===== config.mk =====
export PLATFORM = sky130hd
export DESIGN_NAME = keypad_console_entry_top
export DESIGN_NICKNAME = d
export VERILOG_FILES = /design/src/rtl/core/kce_pkg.sv /design/src/rtl/core/kce_front.sv /design/src/rtl/core/kce_queue.sv /design/src/rtl/core/kce_back.sv /design/src/rtl/core/keypad_console_entry_top.sv
export SDC_FILE = /design/constraint.sdc
export NUM_CORES = 1
export LEC_CHECK = 0
export ABC_CLOCK_PERIOD_IN_PS = 9600
export BUFFER_PORTS_ARGS = -buffer_cell sky130_fd_sc_hd__clkbuf_2
export CAP_MARGIN = 10
export CORE_AREA = 5 5 149 151
export DETAILED_ROUTE_END_ITERATION = 10
export DIE_AREA = 0 0 154 156
export GPL_ROUTABILITY_DRIVEN = 0
export PLACE_DENSITY_LB_ADDON = 0.12
export SYNTH_ARGS = -nofsm -noshare
export SYNTH_HDL_FRONTEND = slang
export SYNTH_HIERARCHICAL = 1
export SYNTH_SLANG_ARGS = --single-unit

===== constraint.sdc =====
create_clock -name clock -period 9.6 [get_ports clock]
set_input_delay 2.4 -clock clock [delete_from_list [all_inputs] [get_ports clock]]
set_output_delay 2.4 -clock clock [all_outputs]
set_load 0.03 [all_outputs]

===== src/rtl/core/kce_pkg.sv =====
// ----------------------------------------------------------------------------
// kce_pkg
// Shared types, constants and key decode for the console keypad.
// ----------------------------------------------------------------------------
package kce_pkg;

   localparam int unsigned MAX_DIGITS_DEF = 8;
   localparam int unsigned QUEUE_DEPTH    = 2;

   localparam logic [31:0] ADDR_RESET   = 32'h0000_C000;
   localparam logic [31:0] DATA_RESET   = 32'h0000_0024;
   localparam logic [31:0] STATUS_RESET = 32'h0000_0055;

   localparam logic [7:0] DOT_ADDR = 8'h80;
   localparam logic [7:0] DOT_DATA = 8'h40;
   localparam logic [7:0] DOT_NONE = 8'h00;

   typedef enum logic [1:0] {
      DISP_BUFFER = 2'd0,
      DISP_ADDR   = 2'd1,
      DISP_DATA   = 2'd2
   } disp_type;

   typedef enum logic [3:0] {
      OP_DIGIT,
      OP_CLEAR,
      OP_ERASE,
      OP_SHOW_ADDR,
      OP_SHOW_DATA,
      OP_LOAD_DATA,
      OP_LOAD_ADDR,
      OP_LOAD_STATUS,
      OP_SHOW_BUF
   } op_type;

   typedef struct packed {
      op_type     op;
      logic [2:0] digit;
   } cmd_type;

   typedef struct packed {
      logic [3:0] digit_count;
   } back_status_type;

   function automatic cmd_type key_of_bit(input logic [3:0] b);
      cmd_type c;
      c.op    = OP_DIGIT;
      c.digit = 3'd0;
      case (b)
         4'd0:  c.op = OP_SHOW_ADDR;
         4'd1:  c.digit = 3'd7;
         4'd2:  c.op = OP_SHOW_DATA;
         4'd3:  c.op = OP_LOAD_DATA;
         4'd4:  c.op = OP_LOAD_ADDR;
         4'd5:  c.digit = 3'd4;
         4'd6:  c.digit = 3'd5;
         4'd7:  c.digit = 3'd6;
         4'd8:  c.op = OP_LOAD_STATUS;
         4'd9:  c.digit = 3'd1;
         4'd10: c.digit = 3'd2;
         4'd11: c.digit = 3'd3;
         4'd12: c.op = OP_CLEAR;
         4'd13: c.digit = 3'd0;
         4'd14: c.op = OP_SHOW_BUF;
         4'd15: c.op = OP_ERASE;
         default: c.op = OP_SHOW_BUF;
      endcase
      return c;
   endfunction

endpackage


===== src/rtl/core/kce_front.sv =====
// ----------------------------------------------------------------------------
// kce_front
// Edge detect on the polled button word and key classification.
// ----------------------------------------------------------------------------
module kce_front import kce_pkg::*; (
   input  logic        clock,
   input  logic        reset,
   input  logic        accept,
   input  logic [15:0] buttons,
   output logic        push,
   output cmd_type     cmd
);

   logic [15:0] last_buttons_ff;
   logic        one_hot;
   logic [3:0]  bit_idx;

   always_comb begin
      bit_idx = 4'd0;
      for (int b = 0; b < 16; b++) begin
         if (buttons[b]) begin
            bit_idx = 4'(b);
         end
      end
   end

   assign one_hot = (buttons != 16'd0) && ((buttons & (buttons - 16'd1)) == 16'd0);
   assign push    = accept && (buttons != 16'd0) && (buttons != last_buttons_ff);

   always_comb begin
      if (one_hot) begin
         cmd = key_of_bit(bit_idx);
      end else begin
         cmd.op    = OP_SHOW_BUF;
         cmd.digit = 3'd0;
      end
   end

   always_ff @(posedge clock) begin
      if (reset) begin
         last_buttons_ff <= 16'd0;
      end else if (accept) begin
         last_buttons_ff <= buttons;
      end
   end

endmodule


===== src/rtl/core/kce_queue.sv =====
// ----------------------------------------------------------------------------
// kce_queue
// Two-entry command queue between the front and back parts.
// ----------------------------------------------------------------------------
module kce_queue import kce_pkg::*; (
   input  logic    clock,
   input  logic    reset,
   input  logic    push,
   input  cmd_type push_cmd,
   input  logic    pop,
   output logic    full,
   output logic    not_empty,
   output cmd_type head,
   output logic [1:0] level
);

   cmd_type    mem_ff [QUEUE_DEPTH];
   logic       wr_ptr_ff;
   logic       rd_ptr_ff;
   logic [1:0] count_ff;
   logic [1:0] count_in;

   assign full      = (count_ff == 2'(QUEUE_DEPTH));
   assign not_empty = (count_ff != 2'd0);
   assign head      = mem_ff[rd_ptr_ff];
   assign level     = count_ff;

   always_comb begin
      count_in = count_ff;
      if (push && !pop) begin
         count_in = count_ff + 2'd1;
      end else if (pop && !push) begin
         count_in = count_ff - 2'd1;
      end
   end

   always_ff @(posedge clock) begin
      if (push) begin
         mem_ff[wr_ptr_ff] <= push_cmd;
      end
   end

   always_ff @(posedge clock) begin
      if (reset) begin
         wr_ptr_ff <= 1'b0;
         rd_ptr_ff <= 1'b0;
         count_ff  <= 2'd0;
      end else begin
         if (push) begin
            wr_ptr_ff <= ~wr_ptr_ff;
         end
         if (pop) begin
            rd_ptr_ff <= ~rd_ptr_ff;
         end
         count_ff <= count_in;
      end
   end

endmodule


===== src/rtl/core/kce_back.sv =====
// ----------------------------------------------------------------------------
// kce_back
// Digit buffer, console registers and the registered display word.
// ----------------------------------------------------------------------------
module kce_back import kce_pkg::*; #(
   parameter int unsigned MAX_DIGITS = MAX_DIGITS_DEF
) (
   input  logic            clock,
   input  logic            reset,
   input  logic            cmd_valid,
   input  cmd_type         cmd,
   output logic            pop,
   output logic            rsp_valid,
   input  logic            rsp_ready,
   output logic [1:0]      rsp_display_kind,
   output logic [31:0]     rsp_shown_value,
   output logic [3:0]      rsp_shown_digits,
   output logic [7:0]      rsp_dot_mask,
   output back_status_type status
);

   localparam logic [3:0] MAX_CNT = 4'(MAX_DIGITS);

   // buffer digits packed, last digit lowest; bits above count*4 stay zero
   logic [31:0] buf_ff, buf_in;
   logic [3:0]  count_ff, count_in;
   logic [31:0] addr_ff, addr_in;
   logic [31:0] data_ff, data_in;
   logic [31:0] status_ff, status_in;
   logic        out_valid_ff, out_valid_in;
   disp_type    kind_ff, kind_in;
   logic [31:0] value_ff, value_in;
   logic [3:0]  digits_ff, digits_in;
   logic [7:0]  dots_ff, dots_in;
   logic        emit;

   assign pop = cmd_valid && (!out_valid_ff || rsp_ready);

   always_comb begin
      buf_in    = buf_ff;
      count_in  = count_ff;
      addr_in   = addr_ff;
      data_in   = data_ff;
      status_in = status_ff;
      emit      = 1'b0;
      kind_in   = DISP_BUFFER;
      value_in  = 32'd0;
      digits_in = 4'd0;
      dots_in   = DOT_NONE;
      if (pop) begin
         emit = 1'b1;
         case (cmd.op)
            OP_DIGIT: begin
               if (count_ff < MAX_CNT) begin
                  buf_in   = {buf_ff[27:0], 1'b0, cmd.digit};
                  count_in = count_ff + 4'd1;
               end
            end
            OP_CLEAR: begin
               buf_in   = 32'd0;
               count_in = 4'd0;
            end
            OP_ERASE: begin
               if (count_ff != 4'd0) begin
                  buf_in   = {4'd0, buf_ff[31:4]};
                  count_in = count_ff - 4'd1;
               end
            end
            OP_LOAD_DATA: begin
               data_in = buf_ff;
               emit    = 1'b0;
            end
            OP_LOAD_ADDR: begin
               addr_in = buf_ff;
               emit    = 1'b0;
            end
            OP_LOAD_STATUS: begin
               status_in = buf_ff;
               emit      = 1'b0;
            end
            default: begin
            end
         endcase
         case (cmd.op)
            OP_SHOW_ADDR: begin
               kind_in  = DISP_ADDR;
               value_in = addr_ff;
               dots_in  = DOT_ADDR;
            end
            OP_SHOW_DATA: begin
               kind_in  = DISP_DATA;
               value_in = data_ff;
               dots_in  = DOT_DATA;
            end
            default: begin
               value_in  = buf_in;
               digits_in = count_in;
            end
         endcase
      end
      out_valid_in = emit || (out_valid_ff && !rsp_ready);
   end

   always_ff @(posedge clock) begin
      if (reset) begin
         buf_ff       <= 32'd0;
         count_ff     <= 4'd0;
         addr_ff      <= ADDR_RESET;
         data_ff      <= DATA_RESET;
         status_ff    <= STATUS_RESET;
         out_valid_ff <= 1'b0;
      end else begin
         buf_ff       <= buf_in;
         count_ff     <= count_in;
         addr_ff      <= addr_in;
         data_ff      <= data_in;
         status_ff    <= status_in;
         out_valid_ff <= out_valid_in;
      end
   end

   always_ff @(posedge clock) begin
      if (emit) begin
         kind_ff   <= kind_in;
         value_ff  <= value_in;
         digits_ff <= digits_in;
         dots_ff   <= dots_in;
      end
   end

   assign rsp_valid          = out_valid_ff;
   assign rsp_display_kind   = kind_ff;
   assign rsp_shown_value    = value_ff;
   assign rsp_shown_digits   = digits_ff;
   assign rsp_dot_mask       = dots_ff;
   assign status.digit_count = count_ff;

endmodule


===== src/rtl/core/keypad_console_entry_top.sv =====
// ----------------------------------------------------------------------------
// keypad_console_entry_top
// Path: an accepted poll whose nonzero word differs from the last is queued as
// a command, and the back part then registers its display word (none for loads).
// Throughput: one poll per cycle; the command queue and output register
// keep it there while rsp_ready is high.
// Reset: synchronous; buffer empty, address 0xC000, data 0x24, status 0x55.
// ----------------------------------------------------------------------------
module keypad_console_entry_top import kce_pkg::*; #(
   parameter int unsigned MAX_DIGITS = MAX_DIGITS_DEF
) (
   input  logic        clock,
   input  logic        reset,
   input  logic        req_valid,
   output logic        req_ready,
   input  logic [15:0] req_buttons,
   output logic        rsp_valid,
   input  logic        rsp_ready,
   output logic [1:0]  rsp_display_kind,
   output logic [31:0] rsp_shown_value,
   output logic [3:0]  rsp_shown_digits,
   output logic [7:0]  rsp_dot_mask
);

   logic            accept;
   logic            push;
   cmd_type         push_cmd;
   logic            full;
   logic            not_empty;
   cmd_type         head;
   logic            pop;
   logic [1:0]      level;
   back_status_type back_status;

   assign req_ready = !full;
   assign accept    = req_valid && req_ready;

   kce_front u_front (
      .clock   (clock),
      .reset   (reset),
      .accept  (accept),
      .buttons (req_buttons),
      .push    (push),
      .cmd     (push_cmd)
   );

   kce_queue u_queue (
      .clock     (clock),
      .reset     (reset),
      .push      (push),
      .push_cmd  (push_cmd),
      .pop       (pop),
      .full      (full),
      .not_empty (not_empty),
      .head      (head),
      .level     (level)
   );

   kce_back #(.MAX_DIGITS(MAX_DIGITS)) u_back (
      .clock            (clock),
      .reset            (reset),
      .cmd_valid        (not_empty),
      .cmd              (head),
      .pop              (pop),
      .rsp_valid        (rsp_valid),
      .rsp_ready        (rsp_ready),
      .rsp_display_kind (rsp_display_kind),
      .rsp_shown_value  (rsp_shown_value),
      .rsp_shown_digits (rsp_shown_digits),
      .rsp_dot_mask     (rsp_dot_mask),
      .status           (back_status)
   );

   a_count_bound : assert property (@(posedge clock) disable iff (reset)
      back_status.digit_count <= 4'(MAX_DIGITS))
      else $error("digit count beyond limit");

   a_queue_bound : assert property (@(posedge clock) disable iff (reset)
      level <= 2'(QUEUE_DEPTH))
      else $error("command queue overfilled");

   a_reg_display : assert property (@(posedge clock) disable iff (reset)
      rsp_valid && (rsp_display_kind != DISP_BUFFER) |->
         (rsp_shown_digits == 4'd0) && (rsp_dot_mask != DOT_NONE))
      else $error("register display with digits or without dot");

   a_no_pop_empty : assert property (@(posedge clock) disable iff (reset)
      pop |-> not_empty)
      else $error("pop from empty queue");

endmodule

==> run metrics <==
Cell Pwr Density=236.4 nW/um^2; area occupied by multi-input gates=3729 um^2; final setup TNS=0 ns; Nets=819; hold path cells=1; Total Routing Usage GR=0.1697; Critical Path Start=req_buttons[4]; via count=6190; Detailed Route WL=20.35 mm; largest net degree at the start of global routing=51; Int Power=0.001368 W; hold path start=u_back/addr_ff[14]; CP arrival=4.90 ns; global-route wire length before repair=32.88 mm; layout cell share with drive strength beyond 1=0.1632; CTS resizes=0; Rel. slew slack=0.2304; DR iter-0 viols=503; drt first pass iters=5; Die Ht=156 um; # DRC=0; Peak VDD IR=132.4 uV; vias in the first global route=6104; Crit. End Element=flop; area grow syn2layout=12.95%; vias per inst=5.710; clock sink total=174; Top FF cell, synth=dfxtp_1; DIE AREA=24020 um^2; combinational share of power=0.261; latest clock arrival within the worst-skew pair=0.44 ns; fillers=1993; post-CTS setup buffers=0; max_cap viols=0; final setup vio count=0; Die W=154 um; Clk pin slew, worst setup/hold paths=0.08 ns; diodes inserted=0; TritonCTS clock tree=built; CORE AREA=20690 um^2; io pins=68; Crit Path Class=input pin to flop; Final ANT Viol Nets=0; R2R Setup Slk=6.11 ns; Post-Syn Area=8108 um^2; post-synthesis average cell area=10.48 um^2; largest area contributor in the netlist=dfxtp_1; RSZ-0062 raised after global routing=false; EDFF count, synth=52; Clock Path Buffers=2; worst min path class=flop to flop; leakage dissipation=3.748 nW; Startpoint Class=input pin; status=completed; min Tclk post-route=4.637 ns; buffers added on ports=61; asr flop ratio synth=0; part of the power in the clock network=0.321; P_sw=0.0007967 W; Hold WS=0.4685 ns; Synth cell types=63; synth warn=6; Rows=53; Final Slew Violations=0; GR Overflow Total=0; switching share of power=0.3680; cts hold-fix bufs=0; Sequential Power Share=0.418; Register Area=4004 um^2; cell count after synthesis=774; share of the synthesized area in the top cell type=0.3012; final hold vios=0; Synth Register Bits=174; htree depth=4; TritonCTS Buffers=17; worst clock skew=0.01372 ns; root buffer cell=clkbuf_16; dominant cells by area after synthesis=dfxtp_1, edfxtp_1, mux2i_1; Initial Utilization=0.3919; fmax=215.6 MHz; reg2reg path depth=7; Worst-Margin Slew=1.144 ns; CP max FO=9; Avg WL per Cell=18.77 um; period utilization=0.4831; register area share after synthesis=0.4938; HPWL after DPL=12.49 mm; Crit path required time=9.86 ns; initial antenna violation count=0
-- stage by stage --
stage          std cells  total power (W)    util  cell area [um^2]  setup WS (ns)
4_1_cts             1084         0.002195  0.4426              9158          4.998
6_report            1084         0.002165  0.4426              9158          4.963
3_5_place_dp        1052         0.001493  0.4127              8539          4.552
3_3_place_gp        1052         0.001487  0.4127              8539          4.668
5_1_grt             1084         0.002265  0.4426              9158          4.869
2_1_floorplan        779         0.001333       -              8127          4.405
-- Yosys cell counts (7+ instances only) --
| master | number |
|---|---|
| mux2_2 | 7 |
| buf_4 | 13 |
| dfxtp_1 | 122 |
| a211o_1 | 8 |
| a21oi_1 | 14 |
| clkbuf_1 | 35 |
| a221o_1 | 32 |
| a22oi_1 | 30 |
| nor2_1 | 130 |
| o21ai_0 | 8 |
| a22o_1 | 54 |
| nand4_1 | 7 |
| buf_2 | 20 |
| edfxtp_1 | 52 |
| nand2_1 | 13 |
| nor2b_1 | 8 |
| nor3_1 | 11 |
| mux2i_1 | 77 |
| xnor2_1 | 18 |
| inv_1 | 14 |
| nor4_1 | 8 |
-- sequential cells by signal, indices dropped and copies added (netlist names), named ones only --
register                 flops
u_back/data_ff              32
u_queue/level                2
u_back/rsp_dot_mask          1
u_back/rsp_shown_digits      4
u_queue/mem_ff              14
u_back/buf_ff               32
u_back/status                4
u_front/last_buttons_ff     16
u_back/rsp_display_kind      1
u_queue/wr_ptr_ff            1
u_back/rsp_shown_value      32
u_back/rsp_valid             1
u_queue/rd_ptr_ff            1
u_back/addr_ff              32
-- logic make-up after synthesis --
family / Yosys count / synth area share
AOI/OAI and AO/OA: 187 / 0.1918
xor gates and xnor gates: 21 / 0.02269
other: 1 / 0.0004625
muxes: 84 / 0.1048
DFF: 174 / 0.4938
and+or+nand+nor: 211 / 0.1225
buffers and inverters: 91 / 0.05679
adders and majority gates: 5 / 0.007099
-- worst max-delay path, stage by stage --
cell and delay (ns):
clkbuf_2 0.17, or4_1 0.73, o41ai_2 0.39, o21ai_1 0.11, or4_1 0.61, a211o_1 0.32, a211oi_2 0.18
-- power by group through the flow --
stage | Combinational (W) | Clock (W) | Sequential, W
final | 0.000566 | 0.000694 | 0.000905
after global routing | 0.000602 | 0.000747 | 0.000917
after CTS | 0.000573 | 0.000713 | 0.000908
after detailed placement | 0.000569 | 0 | 0.000924
after global placement | 0.000566 | 0 | 0.000921
after floorplan | 0.000269 | 0 | 0.00106
-- cell type report --
| cell class | count | share of cell area |
|---|---|---|
| clock buffer | 18 | 0.04919 |
| clock inverter | 14 | 0.01831 |
| inverter | 14 | 0.005738 |
| multi-input combinational | 514 | 0.4072 |
| sequential | 174 | 0.4372 |
| tap | 275 | 0.03757 |
| timing repair buffer | 75 | 0.04481 |
-- layer usage --
metal	global-route usage	part of all wire	vias to the layer above	wire length (um)
li1	-	-	2914	-
met2	0.2743	0.47	210	9568
met5	0	0	-	0
met3	0.03495	0.058	18	1179
met1	0.2297	0.46	3048	9407
met4	0.05341	0.0094	0	191
-- placed cells by master, fill, tap and decap left out, types with 7 or more instances in the layout --
master,count
mux2_2,7
buf_4,14
clkbuf_2,61
xnor2_1,18
nor4_1,8
a21oi_1,12
a22oi_1,30
a22o_1,54
clkbuf_16,18
o21ai_0,8
nand4_1,7
dfxtp_1,122
inv_1,14
edfxtp_1,52
a211o_1,8
nor2_1,130
nor3_1,11
nor2b_1,7
mux2i_1,77
a221o_1,32
nand2_1,13
-- final timing paths --
path | end
setup / recovery | u_queue/mem_ff[0][1]
hold / removal | u_back/addr_ff[14]
setup reg to reg | u_back/rsp_shown_value[15]
hold reg to reg | u_back/addr_ff[14]
Power figures use the tool's default switching activity.
